### src/rtl/apt_pkg.sv
`default_nettype none
package apt_pkg;

    localparam int unsigned CFG_AW = 5;
    localparam int unsigned CFG_DW = 32;

    localparam logic [2:0] REG_TARGET   = 3'd0;
    localparam logic [2:0] REG_KP_UP    = 3'd1;
    localparam logic [2:0] REG_KD_UP    = 3'd2;
    localparam logic [2:0] REG_KP_DOWN  = 3'd3;
    localparam logic [2:0] REG_KD_DOWN  = 3'd4;
    localparam logic [2:0] REG_KI_DT    = 3'd5;
    localparam logic [2:0] REG_BASE     = 3'd6;
    localparam logic [2:0] REG_INT_LIM  = 3'd7;

    localparam logic signed [16:0] RST_TARGET  = 17'sd1408;
    localparam logic [15:0]         RST_KP_UP   = 16'd2560;
    localparam logic [15:0]         RST_KD_UP   = 16'd486;
    localparam logic [15:0]         RST_KP_DOWN = 16'd2688;
    localparam logic [15:0]         RST_KD_DOWN = 16'd563;
    localparam logic [15:0]         RST_KI_DT   = 16'd492;
    localparam logic [10:0]         RST_BASE    = 11'd410;
    localparam logic [22:0]         RST_INT_LIM = 23'd2560000;

    typedef struct packed {
        logic signed [16:0] setpoint;
        logic [15:0]        kp_up_gain;
        logic [15:0]        kd_up_gain;
        logic [15:0]        kp_down_gain;
        logic [15:0]        kd_down_gain;
        logic [15:0]        ki_dt_gain;
        logic [10:0]        thr_base;
        logic [22:0]        isum_limit;
    } t_cfg;

endpackage
`default_nettype wire

### src/rtl/apt_in_if.sv
`default_nettype none
interface apt_in_if;
    logic               valid;
    logic               ready;
    logic signed [16:0] angle;
    logic signed [19:0] gyro_rate;

    modport source (output valid, output angle, output gyro_rate, input ready);
    modport sink (input valid, input angle, input gyro_rate, output ready);
endinterface
`default_nettype wire

### src/rtl/apt_out_if.sv
`default_nettype none
interface apt_out_if;
    logic               valid;
    logic               ready;
    logic [10:0]        throttle;
    logic signed [17:0] angle_error;
    logic signed [23:0] correction;
    logic signed [23:0] integral_term;

    modport source (output valid, output throttle, output angle_error,
                    output correction, output integral_term, input ready);
    modport sink (input valid, input throttle, input angle_error,
                  input correction, input integral_term, output ready);
endinterface
`default_nettype wire

### src/rtl/apt_cfg.sv
`default_nettype none
module apt_cfg
    import apt_pkg::*;
(
    input  wire logic              i_clk,
    input  wire logic              i_rst_n,
    input  wire logic              psel,
    input  wire logic              penable,
    input  wire logic              pwrite,
    input  wire logic [CFG_AW-1:0] paddr,
    input  wire logic [CFG_DW-1:0] pwdata,
    output logic      [CFG_DW-1:0] prdata,
    output logic                   pready,
    output t_cfg                   o_cfg
);

    t_cfg       r_cfg;
    logic       c_wr;
    logic [2:0] c_idx;

    assign pready = 1'b1;
    assign c_wr   = psel & penable & pwrite;
    assign c_idx  = paddr[4:2];
    assign o_cfg  = r_cfg;

    always_ff @(posedge i_clk) begin
        if (!i_rst_n) begin
            r_cfg.setpoint     <= RST_TARGET;
            r_cfg.kp_up_gain   <= RST_KP_UP;
            r_cfg.kd_up_gain   <= RST_KD_UP;
            r_cfg.kp_down_gain <= RST_KP_DOWN;
            r_cfg.kd_down_gain <= RST_KD_DOWN;
            r_cfg.ki_dt_gain   <= RST_KI_DT;
            r_cfg.thr_base     <= RST_BASE;
            r_cfg.isum_limit   <= RST_INT_LIM;
        end else if (c_wr) begin
            unique case (c_idx)
                REG_TARGET:  r_cfg.setpoint     <= $signed(pwdata[16:0]);
                REG_KP_UP:   r_cfg.kp_up_gain   <= pwdata[15:0];
                REG_KD_UP:   r_cfg.kd_up_gain   <= pwdata[15:0];
                REG_KP_DOWN: r_cfg.kp_down_gain <= pwdata[15:0];
                REG_KD_DOWN: r_cfg.kd_down_gain <= pwdata[15:0];
                REG_KI_DT:   r_cfg.ki_dt_gain   <= pwdata[15:0];
                REG_BASE:    r_cfg.thr_base     <= pwdata[10:0];
                REG_INT_LIM: r_cfg.isum_limit   <= pwdata[22:0];
                default: ;
            endcase
        end
    end

    always_comb begin
        unique case (c_idx)
            REG_TARGET:  prdata = CFG_DW'(r_cfg.setpoint);
            REG_KP_UP:   prdata = {16'd0, r_cfg.kp_up_gain};
            REG_KD_UP:   prdata = {16'd0, r_cfg.kd_up_gain};
            REG_KP_DOWN: prdata = {16'd0, r_cfg.kp_down_gain};
            REG_KD_DOWN: prdata = {16'd0, r_cfg.kd_down_gain};
            REG_KI_DT:   prdata = {16'd0, r_cfg.ki_dt_gain};
            REG_BASE:    prdata = {21'd0, r_cfg.thr_base};
            REG_INT_LIM: prdata = {9'd0, r_cfg.isum_limit};
            default:     prdata = '0;
        endcase
    end

endmodule
`default_nettype wire

### src/rtl/asymmetric_pid_throttle_top.sv
// Asymmetric PID throttle controller.
// Input channel i_in carries one control tick per transaction: measured angle
// and filtered gyro rate, signed Q8.8 and Q11.8. Output channel o_out returns one
// transaction per input: throttle, angle error, correction and integral term.
// Gains, setpoint, base throttle and integral limit sit behind the APB port
// (register i at byte address 4*i); write them only while the block is idle.
// Pipeline: input register, product stage, integral product stage, output
// register. Throughput is one transaction per cycle while o_out does not stall;
// the error-sum update closes in the product stage, so consecutive ticks need
// no spacing.
// When o_out.ready is low the output register holds and the stages behind it
// fill; i_in.ready drops only once every stage holds a transaction.
// Reset (synchronous, active low) empties the pipeline, clears the error sum
// and loads the default register values.
`default_nettype none
module asymmetric_pid_throttle_top
    import apt_pkg::*;
#(
    parameter int THR_FLOOR       = 100,
    parameter int THR_CEIL        = 650,
    parameter int INTEGRAL_WINDOW = 2048
) (
    input  wire logic              i_clk,
    input  wire logic              i_rst_n,
    apt_in_if.sink                 i_in,
    apt_out_if.source              o_out,
    input  wire logic              psel,
    input  wire logic              penable,
    input  wire logic              pwrite,
    input  wire logic [CFG_AW-1:0] paddr,
    input  wire logic [CFG_DW-1:0] pwdata,
    output logic      [CFG_DW-1:0] prdata,
    output logic                   pready
);

    localparam logic [17:0]        LP_WIN = 18'(INTEGRAL_WINDOW);
    localparam logic signed [18:0] LP_MAX = 19'(THR_CEIL);
    localparam logic signed [18:0] LP_MIN = 19'(THR_FLOOR);

    t_cfg c_cfg;

    apt_cfg u_cfg (
        .i_clk   (i_clk),
        .i_rst_n (i_rst_n),
        .psel    (psel),
        .penable (penable),
        .pwrite  (pwrite),
        .paddr   (paddr),
        .pwdata  (pwdata),
        .prdata  (prdata),
        .pready  (pready),
        .o_cfg   (c_cfg)
    );

    logic r_v0, r_v1, r_v2, r_vo;
    logic c_en0, c_en1, c_en2, c_eno;

    logic signed [16:0] r_s0_angle;
    logic signed [19:0] r_s0_gyro;

    logic signed [17:0] r_s1_err;
    logic signed [33:0] r_s1_pprod;
    logic signed [36:0] r_s1_dprod;
    logic signed [23:0] r_s1_sum;
    logic signed [23:0] r_err_sum;
    logic signed [23:0] n_err_sum;

    logic signed [17:0] r_s2_err;
    logic signed [25:0] r_s2_p;
    logic signed [28:0] r_s2_d;
    logic signed [40:0] r_s2_iprod;

    logic [10:0]        r_o_thr;
    logic signed [17:0] r_o_err;
    logic signed [23:0] r_o_corr;
    logic signed [23:0] r_o_iterm;

    assign c_eno = !r_vo || o_out.ready;
    assign c_en2 = !r_v2 || c_eno;
    assign c_en1 = !r_v1 || c_en2;
    assign c_en0 = !r_v0 || c_en1;
    assign i_in.ready = c_en0;

    always_ff @(posedge i_clk) begin
        if (!i_rst_n) begin
            r_v0      <= 1'b0;
            r_v1      <= 1'b0;
            r_v2      <= 1'b0;
            r_vo      <= 1'b0;
            r_err_sum <= '0;
        end else begin
            if (c_en0) r_v0 <= i_in.valid;
            if (c_en1) r_v1 <= r_v0;
            if (c_en2) r_v2 <= r_v1;
            if (c_eno) r_vo <= r_v2;
            if (c_en1 && r_v0) r_err_sum <= n_err_sum;
        end
    end

    // stage 1: error, gain select, P/D products, error-sum update
    logic signed [17:0] c_err;
    logic [17:0]        c_mag;
    logic [15:0]        c_kp, c_kd;
    logic signed [33:0] c_pprod;
    logic signed [36:0] c_dprod;
    logic signed [24:0] c_sum_raw, c_lim;

    always_comb begin
        c_err   = 18'(c_cfg.setpoint) - 18'(r_s0_angle);
        c_mag   = c_err[17] ? 18'(-c_err) : 18'(c_err);
        c_kp    = c_err[17] ? c_cfg.kp_down_gain : c_cfg.kp_up_gain;
        c_kd    = c_err[17] ? c_cfg.kd_down_gain : c_cfg.kd_up_gain;
        c_pprod = 34'($signed({1'b0, c_kp})) * 34'(c_err);
        c_dprod = 37'($signed({1'b0, c_kd})) * 37'(r_s0_gyro);
        c_lim   = $signed({2'b00, c_cfg.isum_limit});
        c_sum_raw = (c_mag < LP_WIN) ? (25'(r_err_sum) + 25'(c_err)) : '0;
        if (c_sum_raw > c_lim) begin
            n_err_sum = 24'(c_lim);
        end else if (c_sum_raw < -c_lim) begin
            n_err_sum = 24'(-c_lim);
        end else begin
            n_err_sum = 24'(c_sum_raw);
        end
    end

    // stage 2: round P and D, integral product
    logic signed [33:0] c_pr;
    logic signed [36:0] c_dr;
    always_comb begin
        c_pr = (r_s1_pprod + 34'sd128) >>> 8;
        c_dr = (-r_s1_dprod + 37'sd128) >>> 8;
    end

    // stage 3: integral rounding, correction sum, throttle clamp
    logic signed [40:0] c_ir;
    logic signed [23:0] c_iterm;
    logic signed [30:0] c_csum;
    logic signed [23:0] c_corr;
    logic signed [25:0] c_tsum;
    logic signed [18:0] c_thr;
    logic signed [18:0] c_thr_hi;
    logic [10:0]        c_thr_out;

    always_comb begin
        c_ir = (r_s2_iprod + 41'sd32768) >>> 16;
        if (c_ir > 41'sd8388607) begin
            c_iterm = 24'sh7FFFFF;
        end else if (c_ir < -41'sd8388608) begin
            c_iterm = 24'sh800000;
        end else begin
            c_iterm = 24'(c_ir);
        end
        c_csum = 31'(r_s2_p) + 31'(r_s2_d) + 31'(c_iterm);
        if (c_csum > 31'sd8388607) begin
            c_corr = 24'sh7FFFFF;
        end else if (c_csum < -31'sd8388608) begin
            c_corr = 24'sh800000;
        end else begin
            c_corr = 24'(c_csum);
        end
        c_tsum   = $signed({7'd0, c_cfg.thr_base, 8'd0}) + 26'(c_corr);
        c_thr    = 19'(c_tsum >>> 8);
        c_thr_hi = (c_thr > LP_MAX) ? LP_MAX : c_thr;
        c_thr_out = (c_thr_hi < LP_MIN) ? LP_MIN[10:0] : c_thr_hi[10:0];
    end

    always_ff @(posedge i_clk) begin
        if (c_en0) begin
            r_s0_angle <= i_in.angle;
            r_s0_gyro  <= i_in.gyro_rate;
        end
        if (c_en1) begin
            r_s1_err   <= c_err;
            r_s1_pprod <= c_pprod;
            r_s1_dprod <= c_dprod;
            r_s1_sum   <= n_err_sum;
        end
        if (c_en2) begin
            r_s2_err   <= r_s1_err;
            r_s2_p     <= 26'(c_pr);
            r_s2_d     <= 29'(c_dr);
            r_s2_iprod <= 41'($signed({1'b0, c_cfg.ki_dt_gain})) * 41'(r_s1_sum);
        end
        if (c_eno) begin
            r_o_thr   <= c_thr_out;
            r_o_err   <= r_s2_err;
            r_o_corr  <= c_corr;
            r_o_iterm <= c_iterm;
        end
    end

    assign o_out.valid         = r_vo;
    assign o_out.throttle      = r_o_thr;
    assign o_out.angle_error   = r_o_err;
    assign o_out.correction    = r_o_corr;
    assign o_out.integral_term = r_o_iterm;

endmodule
`default_nettype wire

### src/flat_wrapper.sv
// flat-port wrapper written by rule: the top's interface ports become plain ports
module asymmetric_pid_throttle_top_flat import apt_pkg::*;
#(
    parameter int THR_FLOOR       = 100,
    parameter int THR_CEIL        = 650,
    parameter int INTEGRAL_WINDOW = 2048
)
  (i_clk, i_rst_n, psel, penable, pwrite, paddr, pwdata, prdata, pready, i_in_valid, i_in_angle, i_in_gyro_rate, i_in_ready, o_out_valid, o_out_throttle, o_out_angle_error, o_out_correction, o_out_integral_term, o_out_ready);
  apt_in_if i_in_i ();
  apt_out_if o_out_i ();
  input  wire logic i_clk;
  input  wire logic i_rst_n;
  input  wire logic psel;
  input  wire logic penable;
  input  wire logic pwrite;
  input  wire logic [CFG_AW-1:0] paddr;
  input  wire logic [CFG_DW-1:0] pwdata;
  output logic      [CFG_DW-1:0] prdata;
  output logic pready;
  input wire logic [$bits(i_in_i.valid)-1:0] i_in_valid;
  input wire logic [$bits(i_in_i.angle)-1:0] i_in_angle;
  input wire logic [$bits(i_in_i.gyro_rate)-1:0] i_in_gyro_rate;
  output wire logic [$bits(i_in_i.ready)-1:0] i_in_ready;
  output wire logic [$bits(o_out_i.valid)-1:0] o_out_valid;
  output wire logic [$bits(o_out_i.throttle)-1:0] o_out_throttle;
  output wire logic [$bits(o_out_i.angle_error)-1:0] o_out_angle_error;
  output wire logic [$bits(o_out_i.correction)-1:0] o_out_correction;
  output wire logic [$bits(o_out_i.integral_term)-1:0] o_out_integral_term;
  input wire logic [$bits(o_out_i.ready)-1:0] o_out_ready;
  assign i_in_i.valid = i_in_valid;
  assign i_in_i.angle = i_in_angle;
  assign i_in_i.gyro_rate = i_in_gyro_rate;
  assign i_in_ready = i_in_i.ready;
  assign o_out_valid = o_out_i.valid;
  assign o_out_throttle = o_out_i.throttle;
  assign o_out_angle_error = o_out_i.angle_error;
  assign o_out_correction = o_out_i.correction;
  assign o_out_integral_term = o_out_i.integral_term;
  assign o_out_i.ready = o_out_ready;
  asymmetric_pid_throttle_top #(.THR_FLOOR(THR_FLOOR), .THR_CEIL(THR_CEIL), .INTEGRAL_WINDOW(INTEGRAL_WINDOW)) u_core (.i_clk(i_clk), .i_rst_n(i_rst_n), .i_in(i_in_i), .o_out(o_out_i), .psel(psel), .penable(penable), .pwrite(pwrite), .paddr(paddr), .pwdata(pwdata), .prdata(prdata), .pready(pready));
endmodule
### config.mk
export PLATFORM = sky130hd
export DESIGN_NAME = asymmetric_pid_throttle_top_flat
export DESIGN_NICKNAME = d
export VERILOG_FILES = /design/src/rtl/apt_pkg.sv /design/src/rtl/apt_in_if.sv /design/src/rtl/apt_out_if.sv /design/src/rtl/apt_cfg.sv /design/src/rtl/asymmetric_pid_throttle_top.sv /design/src/flat_wrapper.sv
export SDC_FILE = /design/constraint.sdc
export NUM_CORES = 2
export LEC_CHECK = 0
export ABC_AREA = 1
export BUFFER_PORTS_ARGS = -buffer_cell sky130_fd_sc_hd__buf_2
export CAP_MARGIN = 5
export CORE_MARGIN = 2
export CORE_UTILIZATION = 44
export DETAILED_ROUTE_END_ITERATION = 12
export GPL_TIMING_DRIVEN = 0
export PLACE_DENSITY = 0.6
export SLEW_MARGIN = 40
export SYNTH_ARGS = -nofsm -noshare
export SYNTH_HDL_FRONTEND = slang
export SYNTH_HIERARCHICAL = 1
export SYNTH_SLANG_ARGS = --single-unit
export TNS_END_PERCENT = 5
### constraint.sdc
create_clock -name i_clk -period 8.1 [get_ports i_clk]
set_clock_uncertainty 0.15 [all_clocks]
set_input_delay 0.405 -clock i_clk [delete_from_list [all_inputs] [get_ports i_clk]]
set_output_delay 0.405 -clock i_clk [all_outputs]
set_load 0.05 [all_outputs]
## Word level (Yosys, flattened, before mapping)

Index checks and enable logic that the tools add are counted.

- Logic and storage cells: 89
- Register bits: 500
- Bits of input ports: 81
- Output and inout port bits: 112

- Eq/ne operators: 7
- Order comparisons: 9
- Reduce and logical (&&, ||, !) cells: 18
- Muxes and demuxes: 12
- Add/subtract/negate cells: 11
- $mul: 3
- Bitwise logic cells: 2

Operators with widths:

| cell | number |
|---|---|
| $pmux 32 s8 | 1 |
| $mux 24 | 6 |
| $add 41x17->41 const B | 1 |
| $mul 17x24->41 | 1 |
| $add 37x9->37 const B | 1 |
| $mul 17x20->37 | 1 |
| $neg 37->37 | 1 |
| $add 34x9->34 const B | 1 |
| $mul 17x18->34 | 1 |
| $mux 16 | 2 |
| $add 30x24->31 | 1 |
| $gt 31x24->1 const B | 1 |
| $lt 31x24->1 const B | 1 |
| $add 26x29->30 | 1 |
| $add 20x24->25 | 1 |
| $add 24x18->25 | 1 |
| $gt 25x24->1 | 1 |
| $gt 25x24->1 const B | 1 |
| $lt 25x24->1 const B | 1 |
| $lt 25x25->1 | 1 |
| $mux 25 | 1 |
| $neg 23->25 | 1 |
| $lt 19x8->1 const B | 1 |
| $mux 19 | 1 |
| 14 further kinds | 32 |

## Depth between registers and ports, before layout

- Depth in word-level cells: 12
- Depth in mapped cells: 62
- Mapped depth without buffers: 61

## Cells and area by module

The synthesis kept the hierarchy.

Modules (own cells, without submodules):

| module | area an instance (um^2) | cells each | seq. area each (um^2) | instances |
|---|---|---|---|---|
| asymmetric_pid_throttle_top | 55,979.9 | 6,435 | 10,139.7 | 1 |
| apt_cfg | 6,068.3 | 881 | 2,622.5 | 1 |

## Worst setup path before layout

Ideal clock, no wire load.

- Path kind: register -> register
- Start: register u_core.r_s0_angle[16]
- End: register u_core.r_s1_dprod[36] (data pin)
- Setup time: 265 ps
- Clock period less this slack: 8,328 ps
- Path slack: -228 ps
- Arrival time: 7,913 ps
- Stages on the path, launching flop included: 38
- Required time: 7,685 ps
- Path buffers: 3
- Cell sequence: edfxtp_1 inv_1 ha_1 inv_1 nor3_1 nor3b_1 nand4_1 nand4_1 nand2_1 inv_1 clkbuf_1 buf_2 o21ai_1 inv_1 clkbuf_1 nand2_1 fa_1 inv_1 (+2 left out) fa_1 inv_1 fa_1 inv_1 fa_1 inv_1 fa_1 ha_1 a21oi_1 o21ai_0 o21bai_1 a21boi_0 o21ai_1 a21boi_0 o21ai_0 a21boi_1 o21ai_0 xor2_1

- Word-level cells in the longest chain between the ends: 3

RTL lines:

| element | RTL line | text |
|---|---|---|
| start, declared | asymmetric_pid_throttle_top.sv:58 | `logic signed [16:0] r_s0_angle;` |
| start signal, assigned | asymmetric_pid_throttle_top.sv:169 | `r_s0_angle <= i_in.angle;` |
| $sub 17x17->18 | asymmetric_pid_throttle_top.sv:109 | `c_err = 18'(c_cfg.setpoint) - 18'(r_s0_angle);` |
| via u_core.c_err[17] | asymmetric_pid_throttle_top.sv:101 | `logic signed [17:0] c_err;` |
| $mux 16 | asymmetric_pid_throttle_top.sv:112 | `c_kd = c_err[17] ? c_cfg.kd_down_gain : c_cfg.kd_up_gain;` |
| $mul 17x20->37 | asymmetric_pid_throttle_top.sv:114 | `c_dprod = 37'($signed({1'b0, c_kd})) * 37'(r_s0_gyro);` |
| via u_core.c_dprod[36] | asymmetric_pid_throttle_top.sv:105 | `logic signed [36:0] c_dprod;` |
| end signal, assigned | asymmetric_pid_throttle_top.sv:175 | `r_s1_dprod <= c_dprod;` |
| end, declared | asymmetric_pid_throttle_top.sv:63 | `logic signed [36:0] r_s1_dprod;` |

The timed path passes the listed nets, and every way through them passes these cells.
A chain may end at the register's enable or synchronous reset.

## Worst setup path after layout

- Start: register u_core.u_cfg.r_cfg (netlist bit u_core/u_cfg/o_cfg[41])
- End: register u_core.r_s2_iprod[40] (data pin)

- Word-level cells in the longest chain between the ends: 1

RTL lines:

| element | RTL line | text |
|---|---|---|
| start, declared | apt_cfg.sv:17 | `t_cfg r_cfg;` |
| $mul 17x24->41 | asymmetric_pid_throttle_top.sv:182 | `r_s2_iprod <= 41'($signed({1'b0, c_cfg.ki_dt_gain})) * 41'(r_s1_sum);` |
| end signal, assigned | asymmetric_pid_throttle_top.sv:182 |  |
| end, declared | asymmetric_pid_throttle_top.sv:71 | `logic signed [40:0] r_s2_iprod;` |

Every way passes these cells.

==> impl_metrics.env <==
export IMPL_run_status="finished, violations left"
export IMPL_failed_checks="negative setup slack"
export IMPL_die_x_um=379.5
export IMPL_fin_crit_sh_pct=101.8
export IMPL_nNetsFinal=9270
export IMPL_end_kind="register"
export IMPL_slowest_delay_ns=0.80
export IMPL_grt_pass1_vias=51610
export IMPL_yosysWarnings=6
export IMPL_max_freq_ghz=0.1213
export IMPL_synthCells=7316
export IMPL_cts_made_buffers=58
export IMPL_grt_max_degree=85
export IMPL_fin_crit_ns=8.246
export IMPL_ys_seq_area_share_pct=20.57
export IMPL_vias=49480
export IMPL_setup_viol=10
export IMPL_synth_area_leaders="fa_1, edfxtp_1, inv_1, nand2_1, ha_1"
export IMPL_yosysMostFrequentCell="inv_1"
export IMPL_arrival_ns=8.51
export IMPL_tightest_slew_ns=0.9813
export IMPL_dr_pass1_iters=8
export IMPL_grt_pass1_wl_mm=298.3
export IMPL_min_delay_start="o_out_ready"
export IMPL_clock_path_buffers=3
export IMPL_ant_nets=0
export IMPL_drive_gt1_share_pct=12.94
export IMPL_synthFlopType="edfxtp_1"
export IMPL_start_kind="register"
export IMPL_drt_drc_violations_left=0
export IMPL_rsz0062_at_grt="true"
export IMPL_p_leak_uw=0.03540
export IMPL_overflow=0
export IMPL_hold_class="in2reg"
export IMPL_synth_edf_count=319
export IMPL_crit_path_top_delay_cell="dfxtp_1"
export IMPL_gp_congestion=0.9755
export IMPL_place_inst=9364
export IMPL_grt_antenna_before_repair=7
export IMPL_area_delta_synth_final_pct=15.72
export IMPL_synth_area_leader_cell="fa_1"
export IMPL_totalPowerFinal_uw=32610
export IMPL_dpl_hpwl_mm=157.0
export IMPL_post_place_ws_ns=-2.268
export IMPL_wire_per_inst_um=19.95
export IMPL_fin_ws_ns=-0.1457
export IMPL_cts_tree="built"
export IMPL_fin_hold_ws_ns=0.07728
export IMPL_fp_row_count=137
export IMPL_die_area_um2=144000
export IMPL_wl_mm=193.4
export IMPL_grtUsageTotal_pct=27.02
export IMPL_ctsHtreeMaxLevel=2
export IMPL_synth_fp_nets=8821
export IMPL_initial_core_util_pct=44.41
export IMPL_crit_start="u_core/u_cfg/o_cfg[41]"
export IMPL_die_h_um=379.5
export IMPL_async_flop_share_pct=0
export IMPL_clockRootBuffer="clkbuf_16"
export IMPL_pin_count=193
export IMPL_clk_pin_slew_ns=0.06
export IMPL_cts_sinks=478
export IMPL_crit_path_frequent_cell="fa_1"
export IMPL_cp_max_fo=10
export IMPL_core_area_um2=139700
export IMPL_post_drt_via_cell_ratio=5.104
export IMPL_cap_violations=0
export IMPL_final_cells=9694
export IMPL_portBuffers=167
export IMPL_path_cells="clkbuf_1 -> nand2_1 -> fa_1 -> inv_1 -> fa_1 -> inv_1 -> fa_1 -> inv_1 -> fa_1 -> inv_1 -> fa_1 -> inv_1 -> fa_1 -> ha_1 -> nand4_1 -> nor3_2 -> a21oi_1 -> o21ai_0 -> a21oi_1 -> o31ai_1 -> a21oi_1 -> o21ai_0 -> xor2_1"
export IMPL_maxSlewViolCount=0
export IMPL_synth_top_cells_by_count="inv_1, nand2_1, fa_1"
export IMPL_maxSlewHeadroom_pct=34.58
export IMPL_ir_worst_vdd_uv=697.8
export IMPL_synth_top_area_share_pct=32.75
export IMPL_ys_ff_latch=478
export IMPL_required_ns=8.37
export IMPL_r2r_start="u_core/u_cfg/o_cfg[41]"
export IMPL_synth_area_um2=62050
export IMPL_drt_iter0_drc=3702
export IMPL_path_class="reg2reg"
export IMPL_hold_viol=0
export IMPL_clk_latency_ns=0.70
export IMPL_avgSynthCellArea_um2=8.481
export IMPL_yosysUniqueCellTypes=61
export IMPL_power_density_nw_per_um2=454.1
flip-flops by register name, indices dropped and copies added (netlist names), 26 cells and up:
signal and flops:
u_core/u_cfg/o_cfg 131, u_core/r_s2_iprod 26, u_core/r_s2_p 26, u_core/r_s1_dprod 37
u_core/r_s2_d 29, u_core/r_s1_pprod 27
routing by layer:
metal	up-vias	global-route usage [%]	part of all wire [%]
met5	-	0	0.016
met3	388	3.717	6.5
met2	1599	44.76	47
met1	24560	35.15	41
met4	4	12.41	5.4
li1	22930	-	-
kinds of logic (layout without fill, tap and decap cells):
kind of cell | Yosys count | in the layout | share of synthesized area [%]
XOR/XNOR | 246 | 246 | 3.515
other | 2 | 6 | 0.01210
flip-flops | 478 | 478 | 20.57
AND/OR/NAND/NOR | 2681 | 2681 | 18.08
adder cells (fa/ha/maj) | 1424 | 1424 | 41.00
AO/OA/AOI/OAI | 547 | 547 | 4.850
buffers and inverters | 1938 | 2436 | 11.98
power by group:
part | switching (uW) | internal (uW) | total (uW)
combinational | 15100 | 10200 | 25300
sequential | 366 | 4120 | 4480
clock | 1180 | 1630 | 2810
total | 16600 | 16000 | 32600
cells in the final DEF (no fill, tap or decap), types with 20 or more instances in the layout:
master	count
inv_1	1624
nand2_1	1377
fa_1	1010
nor2_1	704
ha_1	366
edfxtp_1	319
buf_2	204
nand3_1	192
a21oi_1	187
buf_4	182
o21ai_0	156
dfxtp_1	156
xor2_1	145
clkbuf_1	131
nand4_1	90
xnor2_1	87
nand2_2	83
clkbuf_16	64
dlygate4sd3_1	53
nor2_4	42
ha_4	37
inv_2	30
nand3b_1	30
nor3_1	29
o21ai_4	28
or2_2	28
nand2_4	27
a21oi_2	24
nor2_2	23
nand3_2	20
o21ai_1	20
a31oi_1	20
clkbuf_2	20
metrics by stage:
stage / setup TNS (ns) / cell area, um2 / util (%)
finish: -0.7724 / 71800 / 51.40
global route: -18.35 / 71790 / 51.39
CTS: -1.478 / 70920 / 50.77
detailed placement: -81.56 / 65490 / 46.88
global placement: -428.18 / 65240 / 46.70
floorplan: 0 / 62060 / -
repair_timing:
item | in CTS | in global routing
gates cloned | 4 | 0
endpoints found under the hold margin | 94 | 0
hold buffers | 53 | 0
resized for setup | 433 | 172
pin swaps | 121 | 135
buffers inserted | 126 | 39
endpoints found under the setup margin | 99 | 97
worst paths after layout:
path / endpoint / slack, ns / cells after the start
setup / recovery: u_core/r_s2_iprod[40] / -0.15 / 23
hold / removal: u_core/o_out.valid / 0.08 / 4
setup reg to reg: u_core/r_s2_iprod[40] / -0.15 / 23
hold reg to reg: u_core/o_out.angle_error[7] / 0.27 / 0
cell type report:
cell class / count / area, um2
fill: 13270 / 67900
multi-input combinational: 4900 / 43900
sequential: 478 / 12770
inverter: 1683 / 6412
timing repair buffer: 392 / 2813
tap: 1876 / 2347
clock buffer: 66 / 1531
buffer: 252 / 1500
clock inverter: 43 / 526.8
antenna: 4 / 10.01
worst max-delay path, delay by kind of cell (launching register included):
kind / cells / cell delay [ns]
adders and majority gates: 7 / 3.31
AOI/OAI and AO/OA: 6 / 1.90
buffers and inverters: 6 / 0.93
DFF: 1 / 0.80
and+or+nand+nor: 3 / 0.76
xor gates and xnor gates: 1 / 0.09
Note: power is estimated with default switching activity, not from simulation.
